==> config.mk <==
export PLATFORM = sky130hd
export DESIGN_NAME = sasg_ctrl
export DESIGN_NICKNAME = d
export VERILOG_FILES = /design/src/hw/rtl/sasg_pkg.sv /design/src/hw/rtl/sasg_ctrl.sv
export SDC_FILE = /design/constraint.sdc
export NUM_CORES = 1
export LEC_CHECK = 0
export BUFFER_PORTS_ARGS = -buffer_cell sky130_fd_sc_hd__buf_4
export CORE_ASPECT_RATIO = 0.7
export CORE_MARGIN = 2
export CORE_UTILIZATION = 40
export DETAILED_ROUTE_END_ITERATION = 12
export GPL_ROUTABILITY_DRIVEN = 0
export PLACE_DENSITY = 0.68
export SLEW_MARGIN = 30
export SYNTH_ARGS = -nofsm -noshare
export SYNTH_HDL_FRONTEND = slang
export SYNTH_SLANG_ARGS = --single-unit
==> constraint.sdc <==
create_clock -name clk -period 4.26 [get_ports clk]
set_clock_uncertainty 0.2 [all_clocks]
set_input_delay 0.213 -clock clk [delete_from_list [all_inputs] [get_ports clk]]
set_output_delay 0.213 -clock clk [all_outputs]
set_load 0.01 [all_outputs]
==> src/hw/rtl/sasg_pkg.sv <==
`timescale 1ns / 1ps
// Shared types, codes and constants of the stepper acceleration step generator.
package sasg_pkg;

	localparam int POSITION_BITS_DEF    = 32;
	localparam int PERIOD_FRAC_BITS_DEF = 12;

	localparam int CMD_W      = 3;
	localparam int VALUE_W    = 32;
	localparam int PERIOD_W   = 32;
	localparam int COEFF_W    = 48;
	localparam int BRAKE_W    = 40;
	localparam int CFG_ADDR_W = 3;
	localparam int CFG_DATA_W = 48;
	localparam int OUT_DATA_W = 40;

	localparam logic [CMD_W-1:0] CMD_TICK   = 3'd0;
	localparam logic [CMD_W-1:0] CMD_ABS    = 3'd1;
	localparam logic [CMD_W-1:0] CMD_REL    = 3'd2;
	localparam logic [CMD_W-1:0] CMD_SETPOS = 3'd3;
	localparam logic [CMD_W-1:0] CMD_DSTOP  = 3'd4;
	localparam logic [CMD_W-1:0] CMD_ESTOP  = 3'd5;

	localparam logic [CFG_ADDR_W-1:0] REG_DESIRED = 3'd0;
	localparam logic [CFG_ADDR_W-1:0] REG_SLOWEST = 3'd1;
	localparam logic [CFG_ADDR_W-1:0] REG_FLOOR   = 3'd2;
	localparam logic [CFG_ADDR_W-1:0] REG_ACCEL   = 3'd3;
	localparam logic [CFG_ADDR_W-1:0] REG_DECEL   = 3'd4;
	localparam logic [CFG_ADDR_W-1:0] REG_BRAKE   = 3'd5;

	localparam logic [PERIOD_W-1:0] DESIRED_RST = 32'd20480000;
	localparam logic [PERIOD_W-1:0] SLOWEST_RST = 32'd204800000;
	localparam logic [PERIOD_W-1:0] FLOOR_RST   = 32'd73142857;
	localparam logic [COEFF_W-1:0]  ACCEL_RST   = 48'd56295;
	localparam logic [COEFF_W-1:0]  DECEL_RST   = 48'd56295;
	localparam logic [BRAKE_W-1:0]  BRAKE_RST   = 40'd2500000000;

	localparam logic [1:0] DIR_STOP = 2'b00;
	localparam logic [1:0] DIR_POS  = 2'b01;
	localparam logic [1:0] DIR_NEG  = 2'b11;

	typedef enum logic [3:0] {
		DP_NOP,
		DP_LATCH,
		DP_EXEC,
		DP_PLAN,
		DP_LOAD_SQ,
		DP_MUL,
		DP_ACC,
		DP_SQ_DONE,
		DP_DIV,
		DP_DIV_END,
		DP_CUBE_DONE,
		DP_RAMP,
		DP_FIN,
		DP_OUT
	} dp_op_t;

	typedef enum logic [3:0] {
		S_IDLE,
		S_EXEC,
		S_PLAN,
		S_LOAD,
		S_MUL,
		S_ACC,
		S_PASS_END,
		S_DIV,
		S_DIV_END,
		S_FIN,
		S_OUT
	} state_t;

	typedef enum logic [1:0] {
		PASS_SQ,
		PASS_CUBE,
		PASS_PROD
	} pass_t;

	typedef struct packed {
		dp_op_t     op;
		logic [1:0] limb_a;
		logic       limb_b;
		logic       brake;
	} ctl_cmd_t;

	typedef struct packed {
		logic exec_step;
		logic exec_brake;
		logic plan_toward;
		logic plan_slow;
	} dp_status_t;

endpackage

==> src/hw/rtl/sasg_ctrl.sv <==
`timescale 1ns / 1ps
// Controller state machine that sequences the datapath for each word.
module sasg_ctrl #(
	parameter int PERIOD_FRAC_BITS = sasg_pkg::PERIOD_FRAC_BITS_DEF
) (
	input  logic                 clk,
	input  logic                 arst_n,
	input  logic                 s_tvalid,
	output logic                 s_tready,
	output logic                 m_tvalid,
	input  logic                 m_tready,
	input  sasg_pkg::dp_status_t status,
	output sasg_pkg::ctl_cmd_t   cmd
);

	localparam int NUM_BITS = sasg_pkg::BRAKE_W + 2 * PERIOD_FRAC_BITS;
	localparam int CW       = $clog2(NUM_BITS);

	sasg_pkg::state_t state_q, state_d;
	sasg_pkg::pass_t  pass_q, pass_d;
	logic [2:0]       pair_q, pair_d;
	logic [CW-1:0]    div_cnt_q, div_cnt_d;
	logic             brake_q, brake_d;
	logic             div_q, div_d;
	logic             out_valid_q;
	logic             last_pair;

	always_ff @(posedge clk or negedge arst_n) begin
		if (!arst_n) begin
			state_q     <= sasg_pkg::S_IDLE;
			pass_q      <= sasg_pkg::PASS_SQ;
			pair_q      <= '0;
			div_cnt_q   <= '0;
			brake_q     <= 1'b0;
			div_q       <= 1'b0;
			out_valid_q <= 1'b0;
		end else begin
			state_q   <= state_d;
			pass_q    <= pass_d;
			pair_q    <= pair_d;
			div_cnt_q <= div_cnt_d;
			brake_q   <= brake_d;
			div_q     <= div_d;
			if (cmd.op == sasg_pkg::DP_OUT) begin
				out_valid_q <= 1'b1;
			end else if (m_tready) begin
				out_valid_q <= 1'b0;
			end
		end
	end

	always_comb begin
		unique case (pass_q)
			sasg_pkg::PASS_SQ:   last_pair = (pair_q == 3'd0);
			sasg_pkg::PASS_CUBE: last_pair = (pair_q == 3'd1);
			default:             last_pair = (pair_q == 3'd5);
		endcase
	end

	always_comb begin
		state_d    = state_q;
		pass_d     = pass_q;
		pair_d     = pair_q;
		div_cnt_d  = div_cnt_q;
		brake_d    = brake_q;
		div_d      = div_q;
		s_tready   = 1'b0;
		cmd.op     = sasg_pkg::DP_NOP;
		cmd.brake  = brake_q;
		cmd.limb_b = (pass_q == sasg_pkg::PASS_PROD) ? pair_q[0] : 1'b0;
		cmd.limb_a = (pass_q == sasg_pkg::PASS_PROD) ? pair_q[2:1] : pair_q[1:0];
		unique case (state_q)
			sasg_pkg::S_IDLE: begin
				s_tready = 1'b1;
				if (s_tvalid) begin
					cmd.op  = sasg_pkg::DP_LATCH;
					state_d = sasg_pkg::S_EXEC;
				end
			end
			sasg_pkg::S_EXEC: begin
				cmd.op = sasg_pkg::DP_EXEC;
				if (status.exec_step) begin
					state_d = sasg_pkg::S_PLAN;
				end else if (status.exec_brake) begin
					brake_d = 1'b1;
					div_d   = 1'b1;
					state_d = sasg_pkg::S_LOAD;
				end else begin
					state_d = sasg_pkg::S_OUT;
				end
			end
			sasg_pkg::S_PLAN: begin
				cmd.op  = sasg_pkg::DP_PLAN;
				brake_d = 1'b0;
				div_d   = status.plan_toward;
				if (status.plan_toward || status.plan_slow) begin
					state_d = sasg_pkg::S_LOAD;
				end else begin
					state_d = sasg_pkg::S_FIN;
				end
			end
			sasg_pkg::S_LOAD: begin
				cmd.op  = sasg_pkg::DP_LOAD_SQ;
				pass_d  = sasg_pkg::PASS_SQ;
				pair_d  = '0;
				state_d = sasg_pkg::S_MUL;
			end
			sasg_pkg::S_MUL: begin
				cmd.op  = sasg_pkg::DP_MUL;
				state_d = sasg_pkg::S_ACC;
			end
			sasg_pkg::S_ACC: begin
				cmd.op = sasg_pkg::DP_ACC;
				if (last_pair) begin
					state_d = sasg_pkg::S_PASS_END;
				end else begin
					pair_d  = pair_q + 3'd1;
					state_d = sasg_pkg::S_MUL;
				end
			end
			sasg_pkg::S_PASS_END: begin
				pair_d = '0;
				unique case (pass_q)
					sasg_pkg::PASS_SQ: begin
						cmd.op = sasg_pkg::DP_SQ_DONE;
						if (div_q) begin
							div_cnt_d = '0;
							state_d   = sasg_pkg::S_DIV;
						end else begin
							pass_d  = sasg_pkg::PASS_CUBE;
							state_d = sasg_pkg::S_MUL;
						end
					end
					sasg_pkg::PASS_CUBE: begin
						cmd.op  = sasg_pkg::DP_CUBE_DONE;
						pass_d  = sasg_pkg::PASS_PROD;
						state_d = sasg_pkg::S_MUL;
					end
					default: begin
						cmd.op  = sasg_pkg::DP_RAMP;
						state_d = sasg_pkg::S_FIN;
					end
				endcase
			end
			sasg_pkg::S_DIV: begin
				cmd.op    = sasg_pkg::DP_DIV;
				div_cnt_d = div_cnt_q + CW'(1);
				if (div_cnt_q == CW'(NUM_BITS - 1)) begin
					state_d = sasg_pkg::S_DIV_END;
				end
			end
			sasg_pkg::S_DIV_END: begin
				cmd.op = sasg_pkg::DP_DIV_END;
				if (brake_q) begin
					state_d = sasg_pkg::S_OUT;
				end else begin
					pass_d  = sasg_pkg::PASS_CUBE;
					pair_d  = '0;
					state_d = sasg_pkg::S_MUL;
				end
			end
			sasg_pkg::S_FIN: begin
				cmd.op  = sasg_pkg::DP_FIN;
				state_d = sasg_pkg::S_OUT;
			end
			sasg_pkg::S_OUT: begin
				if (!out_valid_q || m_tready) begin
					cmd.op  = sasg_pkg::DP_OUT;
					state_d = sasg_pkg::S_IDLE;
				end
			end
			default: state_d = sasg_pkg::S_IDLE;
		endcase
	end

	assign m_tvalid = out_valid_q;

endmodule

Word-level counts from Yosys, hierarchy flattened
Index checks and enable logic that the tools add are counted.
{"block": "totals", "reg_bits": 18, "in_bits": 8, "wordCells": 88}
{"block": "classes", "n_addsub": 2, "n_eq_ne": 27, "muxes": 35, "reduce_logical": 17}
{"op": "$pmux W4 S11", "n": 2}
{"op": "$mux W4", "n": 8}
{"op": "$ne A2 B2 Y1 const B", "n": 9}
{"op": "$eq A4 B3 Y1 const B", "n": 4}
{"op": "$eq A4 B4 Y1 const B", "n": 4}
{"op": "$pmux W4 S2", "n": 2}
{"op": "$mux W6", "n": 2}
{"op": "$pmux W6 S2", "n": 1}
{"op": "$reduce_and A3 Y1", "n": 4}
{"op": "$mux W2", "n": 5}
{"op": "$pmux W3 S3", "n": 1}
{"op": "$eq A4 B2 Y1 const B", "n": 2}
{"op": "$mux W1", "n": 7}
{"op": "$add A6 B1 Y6 const B", "n": 1}
{"op": "$eq A6 B6 Y1 const B", "n": 1}
{"op": "$mux W3", "n": 2}
{"op": "$ne A3 B3 Y1 const B", "n": 2}
{"op": "$pmux W1 S2", "n": 3}
{"op": "$pmux W2 S3", "n": 1}
{"op": "$reduce_bool A2 Y1", "n": 3}
{"op": "$reduce_bool A3 Y1", "n": 2}
{"op": "$eq A4 B1 Y1 const B", "n": 1}
{"op": "$logic_not A4 Y1", "n": 1}
{"op": "$pmux W2 S2", "n": 1}
{"op": "11 further kinds", "n": 12}

Logic depth before layout (Yosys ltp)
Gate-level depths: netlist (run 1).
{"block": "depth", "depth_word": 6, "ltp_mapped": 6}

Worst setup path before layout (run 1)
Ideal clock, no wire load.
{"block": "synth_timing", "kind": "reg2out", "from": "register state_q[3]", "to": "output cmd[6] in the netlist's numbering", "arrival_ns": 1.412, "required_ns": 3.847, "path_slack_ns": 2.435, "path_stages_with_launch": 6, "cell_sequence": "dfrtp_1 > buf_4 > buf_2 > buf_1 > a31oi_1 > o32ai_1"}
{"element": "start: declaration", "line": "sasg_ctrl.sv:19", "rtl": "sasg_pkg::state_t state_q, state_d;"}
{"element": "start signal: assignment", "line": "sasg_ctrl.sv:30", "rtl": "state_q <= sasg_pkg::S_IDLE;"}
{"element": "start signal: assignment", "line": "sasg_ctrl.sv:38", "rtl": "state_q <= state_d;"}
{"element": "end: declaration", "line": "sasg_ctrl.sv:13", "rtl": "output sasg_pkg::ctl_cmd_t cmd"}

==> results of run 1 <==
## worst reg2reg max path: cells and delay by family, from the launching register on
kind | cells | cell delay [ns]
flip-flops | 1 | 0.84
AO/OA/AOI/OAI | 1 | 0.20
AND/OR/NAND/NOR | 2 | 0.66
multiplexers | 1 | 0.26
## layout make-up
type | count | area [sq um] | share of cell area (%)
multi-input combinational | 120 | 818 | 52.8
sequential | 18 | 450 | 29.1
timing repair buffer | 18 | 138 | 8.88
tap | 47 | 58.8 | 3.79
clock buffer | 4 | 55.1 | 3.55
inverter | 8 | 30.0 | 1.94
## synth_stat cells, drive strengths merged, types with 2 or more instances
master	instances
nor2b	4
nand2b	4
nor3b	3
o2111ai	2
nor3	3
a31oi	4
o32ai	2
nor2	8
o21ai	16
nor4	2
ha	4
dfrtp	18
buf	10
o31ai	2
clkbuf	4
nand2	7
and2	3
and3	2
a21boi	2
a21oi	10
inv	7
xor2	4
o31a	2
nand3	5
a22o	2
o211ai	4
## kinds of logic after synthesis
family,after synthesis
buffers and inverters,22
AOI/OAI and AO/OA,59
and+or+nand+nor,50
DFF,18
adders and majority gates,4
muxes,2
xor gates and xnor gates,5
## repair_timing
item                      4_1_cts  5_1_grt
hold endpoints to repair       18        0
gates resized for setup         0        0
hold buffers                    1        0
## metal layers
layer | GRT usage (%) | share of wire [%] | up-vias
met1 | 27.2 | 49 | 595
met4 | 6.36 | 2.1 | 0
met5 | 0 | 0 | -
li1 | - | - | 609
met3 | 2.86 | 7.0 | 7
met2 | 27.7 | 42 | 48
## worst max path at each step
stage / from / endpoint / slack, ns
finish: state_q[0] / cmd[6] / 1.39
global placement: state_q[0] / cmd[6] / 1.83
floorplan: state_q[3] / cmd[6] / 2.43
CTS: state_q[0] / cmd[6] / 1.44
global route: state_q[0] / cmd[6] / 1.18
detailed placement: state_q[0] / cmd[6] / 1.74
## stage by stage
step | setup WS [ns] | total power [mW] | instance area (sq um)
2_1_floorplan | 2.43 | 0.744 | 1370
3_3_place_gp | 1.83 | 0.872 | 1490
3_5_place_dp | 1.74 | 0.892 | 1490
4_1_cts | 1.44 | 1.04 | 1550
5_1_grt | 1.18 | 1.13 | 1550
6_report | 1.39 | 1.04 | 1550
## registers in the layout (all words and copies together), names as in the netlist
signal,count
m_tvalid,1
div_cnt_q,6
state_q,4
brake_q,1
pass_q,2
pair_q,3
div_q,1
## power groups by stage
| stage | registers [mW] | clock network, mW | logic, mW |
|---|---|---|---|
| 2_1_floorplan | 0.261 | 0 | 0.482 |
| 3_3_place_gp | 0.383 | 0 | 0.488 |
| 3_5_place_dp | 0.393 | 0 | 0.499 |
| 4_1_cts | 0.391 | 0.143 | 0.503 |
| 5_1_grt | 0.413 | 0.150 | 0.565 |
| 6_report | 0.395 | 0.141 | 0.502 |
==> metrics.yaml, run 1 <==
layout:
  instances_no_fill: 215
  antenna_cells: 0
  final_common_cell: "dfrtp_1"
  final_util_pct: 48.3
  nets: 181
  area_growth_pct: 13.5
  layout_common_cells: "18 x dfrtp_1, 17 x buf_4, 16 x o21ai_0"
  drive_above_1_share_pct: 16.1
  nFillCells: 306
logic_synthesis:
  ys_ff_latch: 18
  synth_area_sq_um: 1370
  seq_area_frac_synth_pct: 33.0
  synthSimpleGateAreaFrac_pct: 21.7
  ys_types: 54
  synth_cells: 160
  synth.net_count: 172
  synthMuxAreaShare_pct: 1.83
  ys_dominant_reg_cell: "dfrtp_1"
  synth_top_area_cell: "dfrtp_1"
  synth_compound_area_share_pct: 29.5
  synth_edf_count: 0
  yosysTopAreaCellShare_pct: 33.0
  synth-xor-area-share_pct: 3.21
  synth_area_leaders: "dfrtp_1 33%, o21ai_0 5.9%, a21oi_1 3.7%"
  synth_top_family_by_area: "compound AO/OA/AOI/OAI gates"
  synth_adder_area_share_pct: 3.66
  syn_area_per_cell_sq_um: 8.54
  ys_warn_count: 0
  async_flop_share_pct: 100
clocking:
  cts_made_buffers: 3
  post-cts-setup-buffer-count: 0
  tritoncts: "built"
  clock-root-buffer: "clkbuf_8"
  clk-insertion-delay-late_ns: 0.25
  clkSlewWorstSetupHoldPaths_ns: 0.07
  htreeDepth: 1
  clk_path_buf_depth: 2
  clock_sinks: 18
sta:
  finalCriticalPeriod_ns: 2.87
  rsz0062_at_grt: "no"
  slew_headroom_pct: 39.8
  timing.final.crit_share_pct: 67.3
  fin_setup_tns_ns: 0
  holdWs_ns: 0.0735
  finalMaxSlewViolations: 0
  setup_violations: 0
  final-hold-violation-count: 0
  worst_slew_pin_slew_ns: 0.903
  max_freq_mhz: 349
worst_hold_path:
  hp-class: "in2reg"
  hold_start: "status[1]"
  min_to: "div_q"
  holdPathStages: 3
route:
  viasPerCell: 5.86
  vias: 1259
  firstDrtPassIters: 4
  wirelength_microns: 3190
  drt_iter0_markers: 59
  antenna_left: 0
  drt-wirelength-per-cell_microns: 14.9
  drt_drc_violations_left: 0
critical_path:
  reg2reg_from: "state_q[3]"
  crit_path_end_kind: "primary output"
  worst_path_max_delay_cell: "dfrtp_1"
  crit_chain: "clkinv_1, o21ai_0, a31oi_1, o32ai_1, buf_4"
  critical_path_depth: 5
  critical_path_class: "reg2out"
  crit_required_ns: 3.85
  worst-path-buf-inv: 2
  slowest_delay_ns: 0.94
  rr_endpoint: "pair_q[0]"
  worstPathArrival_ns: 2.45
  reg2reg_depth: 4
  rrSetupSlack_ns: 1.98
  crit_family: "flip-flops"
  cp-start-kind: "flop"
  worstPathMaxFanout: 29
power:
  p_seq_share_pct: 38.0
  ir_drop_mv: 0.400
  switching_share_pct: 46.7
  p_comb_share_pct: 48.4
  internal-power_mw: 0.553
  p_switching_mw: 0.485
  leakage_nw: 0.661
  pwr-share-clk_pct: 13.6
  p_per_area_nw_per_um2: 670
floorplanning:
  initial_core_util_pct: 42.5
  die_x_microns: 73.9
  die_y_microns: 52.9
  coreArea_sq_um: 3210
  rows: 17
  io_pins: 18
  dieArea_sq_um: 3910
grt:
  overflow: 0
  grt_max_degree: 30
  track_usage_pct: 18.6
  grt_pass1_wl_microns: 5480
  antenna_found_initial: 0
  grt_pass1_vias: 1143
place:
  dpl.hpwl_microns: 2230
  dp_cells: 210
  io_buffer_count: 17
run_status:
  status: "completed"
flow_run:
  cap_violations: 0
Note: power is estimated with default switching activity, not from simulation.
==> run 2: changes to the inputs <==
Settings changed: ABC_AREA set to 1, PLACE_DENSITY 0.68 to 0.7.
Clock period 4.26 ns to 2.35 ns, I/O delays scaled along.
==> run 2 against run 1 <==
  * Cell count grew 20%
  * Critical path type unchanged
  * Routed wire length shrank 3.5%
  * Worst setup slack lost 1.1 ns
  * Worst hold slack lost 0.028 ns
  * Largest power group unchanged
  * Core utilization grew 1.6 points
  * Critical endpoint is now cmd[4]
  * Highest routed layer unchanged
  * Sequential share of layout area is essentially flat
  * Critical path depth grew 3
  * Total power grew 73%
  * Die area shrank 5.8%
  * Combinational power grew 97%
==> metrics.yaml, run 2 <==
clocking:
  clkSlewWorstSetupHoldPaths_ns: 0.07
  post-cts-setup-buffer-count: 0
  clock-root-buffer: "clkbuf_8"
  clk_path_buf_depth: 2
  cts_made_buffers: 3
  clk-insertion-delay-late_ns: 0.25
  tritoncts: "built"
  hold_buffers: 5
  htreeDepth: 1
  clock_sinks: 18
  ctsResizeCount: 0
logic_synthesis:
  synth_cells: 195
  synth_edf_count: 0
  synth_area_sq_um: 1280
  syn_area_per_cell_sq_um: 6.57
  synth_most_common_cell: "nand2_1"
  synth_area_leaders: "dfrtp_1 35%, nand2_1 18%, inv_1 8.5%"
  yosysTopAreaCellShare_pct: 35.2
  ys_dominant_reg_cell: "dfrtp_1"
  ys_types: 27
  ys_ff_latch: 18
  synth_top_area_cell: "dfrtp_1"
  synth.net_count: 207
  seq_area_frac_synth_pct: 35.2
  async_flop_share_pct: 100
  synth_common_cells: "60 x nand2_1, 29 x inv_1, 20 x nand3_1, 20 x nor2_1, 18 x dfrtp_1"
  ys_warn_count: 0
sta:
  max_freq_mhz: 492
  worst_slew_pin_slew_ns: 0.362
  slew_headroom_pct: 75.8
  finalMaxSlewViolations: 0
  timing.final.crit_share_pct: 86.6
  rsz0062_at_grt: "no"
  setup_violations: 0
  finalCriticalPeriod_ns: 2.03
  final-hold-violation-count: 0
  fin_setup_tns_ns: 0
  holdWs_ns: 0.0452
critical_path:
  slowest_delay_ns: 0.43
  crit_path_end_kind: "primary output"
  crit_required_ns: 2.03
  worstPathMaxFanout: 5
  rrSetupSlack_ns: 0.39
  reg2reg_from: "state_q[3]"
  worst_path_max_delay_cell: "dfrtp_1"
  critical_path_class: "reg2out"
  crit_top_cell: "inv_1"
  crit_chain: "inv_1, nor2_2, nand2_1, inv_1, a21oi_1, nand3_1, or2_1, buf_4"
  reg2reg_depth: 6
  cp-start-kind: "flop"
  worstPathArrival_ns: 1.72
  rr_endpoint: "brake_q"
route:
  drt-wirelength-per-cell_microns: 12.0
  dr_wl_met2_microns: 1290
  drt_drc_violations_left: 0
  met3WireLength_microns: 191
  antenna_left: 0
  firstDrtPassIters: 5
  m1WireLength_microns: 1590
  wirelength_microns: 3080
  drt_iter0_markers: 152
  highest_layer: "met4"
  vias: 1268
  viasPerCell: 4.93
grt:
  overflow: 0
  track_usage_pct: 18.0
  grt_pass1_wl_microns: 5090
  grt_max_degree: 19
  antenna_found_initial: 0
  grt_pass1_vias: 1132
floorplanning:
  die_x_microns: 71.6
  rows: 17
  io_pins: 18
  dieArea_sq_um: 3680
  coreArea_sq_um: 3110
  die_y_microns: 51.4
  initial_core_util_pct: 41.3
layout:
  top_regs: "div_cnt_q x6, state_q x4, pair_q x3"
  top_register: "div_cnt_q"
  antenna_cells: 0
  largest_reg_flops: 6
  final_common_cell: "nand2_1"
  layout_common_cells: "60 x nand2_1, 29 x inv_1, 20 x nor2_1, 20 x nand3_1, 18 x dfrtp_1"
  nets: 232
  drive_above_1_share_pct: 15.1
  area_growth_pct: 20.9
flow_run:
  cap_violations: 0
place:
  dpl.hpwl_microns: 2370
  io_buffer_count: 17
power:
  internal-power_mw: 0.947
  p_switching_mw: 0.851
  pwr-share-clk_pct: 14.4
  leakage_nw: 0.862
  switching_share_pct: 47.3
  p_seq_share_pct: 30.5
  p_per_area_nw_per_um2: 1160
  ir_drop_mv: 0.491
  p_comb_share_pct: 55.1
run_status:
  status: "completed"
worst_hold_path:
  min_to: "div_q"
  holdPathStages: 3
  hp-class: "in2reg"
  hold_start: "status[2]"
[run 2: cell count changes after synthesis, sizes merged, moves of 5 or more]
cell,previous run,this run
a21oi,10,3
buf,10,2
inv,7,31
nand2,7,63
nand3,5,21
nand4,0,5
nor2,8,24
[run 2: critical path, delay by kind of cell, from the launching register on]
family          cells  cell delay (ns)
compound gates      1             0.13
flops               1             0.43
buf+inv             3             0.36
simple gates        4             0.54
[run 2: area by class of cell]
class | count | area [sq um]
Fill cell | 311 | 1560
Multi-Input combinational cell | 144 | 702
Timing Repair Buffer | 22 | 178
Inverter | 31 | 116
Sequential cell | 18 | 450
Clock buffer | 4 | 55.1
Tap cell | 38 | 47.5
[run 2: how the worst max path moves through the flow]
stage                     from   endpoint  slack, ns  depth (start not counted)
floorplan           state_q[0]  pair_q[0]       0.86                          6
global placement    state_q[1]     cmd[4]       0.64                          8
detailed placement  state_q[1]     cmd[4]       0.63                          8
CTS                 state_q[1]     cmd[4]       0.34                          8
global route        state_q[1]     cmd[4]       0.18                          6
finish              state_q[1]     cmd[4]       0.32                          8
[run 2: stage by stage]
step / utilization, % / cells / setup slack (ns) / instance area, sq um / power, mW
floorplan: - / 195 / 0.860 / 1280 / 1.21
global placement: 46.5 / 248 / 0.638 / 1440 / 1.53
detailed placement: 46.5 / 248 / 0.629 / 1440 / 1.52
CTS: 49.9 / 257 / 0.337 / 1550 / 1.80
global route: 49.9 / 257 / 0.182 / 1550 / 1.96
finish: 49.9 / 257 / 0.316 / 1550 / 1.80
[run 2: power groups by stage]
stage          logic (mW)  clock network [mW]  registers (mW)
2_1_floorplan       0.701                   0           0.510
3_3_place_gp        0.984                   0           0.549
5_1_grt              1.11               0.285           0.565
3_5_place_dp        0.972                   0           0.551
6_report            0.991               0.258           0.549
4_1_cts             0.988               0.268           0.545
[run 2: cells by family (layout without fill, tap and decap cells)]
| family | after synthesis | after routing | synth area share, % |
|---|---|---|---|
| flops | 18 | 18 | 35.2 |
| buf+inv | 33 | 57 | 10.1 |
| fa+ha+maj | 4 | 4 | 3.91 |
| xor+xnor | 2 | 2 | 1.37 |
| compound gates | 19 | 19 | 8.50 |
| simple gates | 119 | 119 | 41.0 |
[run 2: per-layer routing]
layer  up-vias  track usage, %
met3         2            5.92
met4         0            1.89
met2        40            27.3
met1       560            25.8
li1        666               -
met5         -               0
==> run 3: changes to the inputs <==
==> constraint.sdc (replaced) <==
create_clock -name clk -period 2.35 [get_ports clk]
set_clock_uncertainty 0.2 [all_clocks]
set_input_delay 0.235 -clock clk [delete_from_list [all_inputs] [get_ports clk]]
set_output_delay 0.235 -clock clk [all_outputs]
set_load 0.01 [all_outputs]
==> run 3 against run 2 <==
  * Cell count down 1.6%
  * Design area down 2.6%
  * Global-route usage down 0.40 points
  * Critical endpoint unchanged
  * Largest power group unchanged
==> metrics.yaml, run 3 (synthesis gave the netlist of run 2 again) <==
clocking:
  cts_made_buffers: 3
  clkSlewWorstSetupHoldPaths_ns: 0.07
  clk_path_buf_depth: 2
  htreeDepth: 1
  clock_sinks: 18
  post-cts-setup-buffer-count: 0
  tritoncts: "built"
  clock-root-buffer: "clkbuf_8"
  clk-insertion-delay-late_ns: 0.26
sta:
  worst_slew_pin_slew_ns: 0.399
  finalMaxSlewViolations: 0
  timing.final.crit_share_pct: 89.6
  holdWs_ns: 0.0326
  rsz0062_at_grt: "no"
  slew_headroom_pct: 73.3
  setup_violations: 0
  max_freq_mhz: 475
  final-hold-violation-count: 0
  fin_setup_tns_ns: 0
  finalCriticalPeriod_ns: 2.11
worst_hold_path:
  min_to: "m_tvalid"
  hp-class: "in2reg"
  hold_start: "m_tready"
  holdPathStages: 4
layout:
  top_register: "div_cnt_q"
  nFillCells: 319
  area_growth_pct: 17.8
  largest_reg_flops: 6
  final_common_cell: "nand2_1"
  layout_common_cells: "60 x nand2_1, 29 x inv_1, 20 x nor2_1, 20 x nand3_1, 18 x dfrtp_1"
  multi_input_area_sq_um: 702
  top_regs: "div_cnt_q x6, state_q x4, pair_q x3"
  nets: 228
  final_util_pct: 48.6
  drive_above_1_share_pct: 15.3
  ff_latch_area_sq_um: 450
  antenna_cells: 0
power:
  p_per_area_nw_per_um2: 1180
  ir_drop_mv: 0.407
  report.power.total_mw: 1.78
  leakage_nw: 0.848
route:
  highest_layer: "met3"
  drt_drc_violations_left: 0
  firstDrtPassIters: 4
  antenna_left: 0
  drt-wirelength-per-cell_microns: 11.3
  viasPerCell: 4.88
  m1WireLength_microns: 1570
  met3WireLength_microns: 145
  vias: 1235
  dr_wl_met2_microns: 1150
  wirelength_microns: 2860
  drt_iter0_markers: 124
critical_path:
  crit_top_cell: "inv_1"
  worst-path-buf-inv: 3
  crit_required_ns: 1.91
  reg2reg_depth: 6
  cp-start-kind: "flop"
  crit_family: "simple AND/OR/NAND/NOR gates"
  critical_path_class: "reg2out"
  rrSetupSlack_ns: 0.61
  rr_endpoint: "pair_q[0]"
  slowest_delay_ns: 0.42
  crit_path_end_kind: "primary output"
  critPathLaunch: "state_q[1]"
  worst_path_max_delay_cell: "dfrtp_1"
  crit_chain: "inv_1, nor2_2, nand2_1, inv_1, a21oi_1, nand3_1, or2_1, buf_4"
  worstPathMaxFanout: 5
  worstPathArrival_ns: 1.67
  reg2reg_from: "state_q[0]"
grt:
  track_usage_pct: 17.6
  grt_max_degree: 19
  grt_pass1_vias: 1077
  grt_pass1_wl_microns: 5040
  overflow: 0
  antenna_found_initial: 0
place:
  dpl.hpwl_microns: 2260
  io_buffer_count: 17
floorplanning:
  rows: 17
  io_pins: 18
  die_x_microns: 71.6
  coreArea_sq_um: 3110
  initial_core_util_pct: 41.3
  dieArea_sq_um: 3680
  die_y_microns: 51.4
run_status:
  status: "completed"
flow_run:
  cap_violations: 0
## run 3: changes by cell type in the layout (fill, tap and decap cells not counted)
cell	previous run	this run
dlygate4sd3_1	5	1
## run 3: through the flow
| stage | instance area, sq um | instances | worst slack [ns] |
|---|---|---|---|
| floorplan | 1280 | 195 | 0.766 |
| global placement | 1440 | 248 | 0.582 |
| detailed placement | 1440 | 248 | 0.562 |
| CTS | 1510 | 253 | 0.274 |
| global route | 1510 | 253 | 0.0395 |
| finish | 1510 | 253 | 0.245 |
## run 3: worst reg2reg max path, stage by stage, from the launching register on
cell	delay, ns
dfrtp_1	0.44
nor2_1	0.35
nand3_1	0.22
nand4_1	0.24
inv_1	0.08
nand2_1	0.06
nand2_1	0.05
## run 3: layer usage
metal / up-vias / track usage, %
met5: - / 0
met1: 546 / 26.6
met2: 32 / 25.8
met4: 0 / 2.83
met3: 0 / 4.14
li1: 657 / -
## run 3: repair_timing
action | 4_1_cts | 5_1_grt
setup endpoints to repair | 0 | 0
hold endpoints to repair | 18 | 0
gates resized for setup | 0 | 0
hold buffers | 1 | 0
## run 3: worst max path at each step
stage               cells after the start     end
floorplan                               6  cmd[4]
global placement                        7  cmd[4]
detailed placement                      8  cmd[4]
CTS                                     8  cmd[4]
global route                            8  cmd[4]
finish                                  8  cmd[4]
## run 3: cell type report
type	instances	area share, %
timing repair buffer	18	9.12
clock buffer	4	3.65
inverter	31	7.71
sequential	18	29.9
tap	38	3.15
multi-input combinational	144	46.5
## run 3: report_power, final
part	internal [mW]	leakage, nW	total (mW)	switching (mW)
logic	0.379	0.580	0.974	0.595
registers	0.411	0.239	0.546	0.135
clock network	0.149	0.0288	0.258	0.109
total	0.940	0.848	1.78	0.839
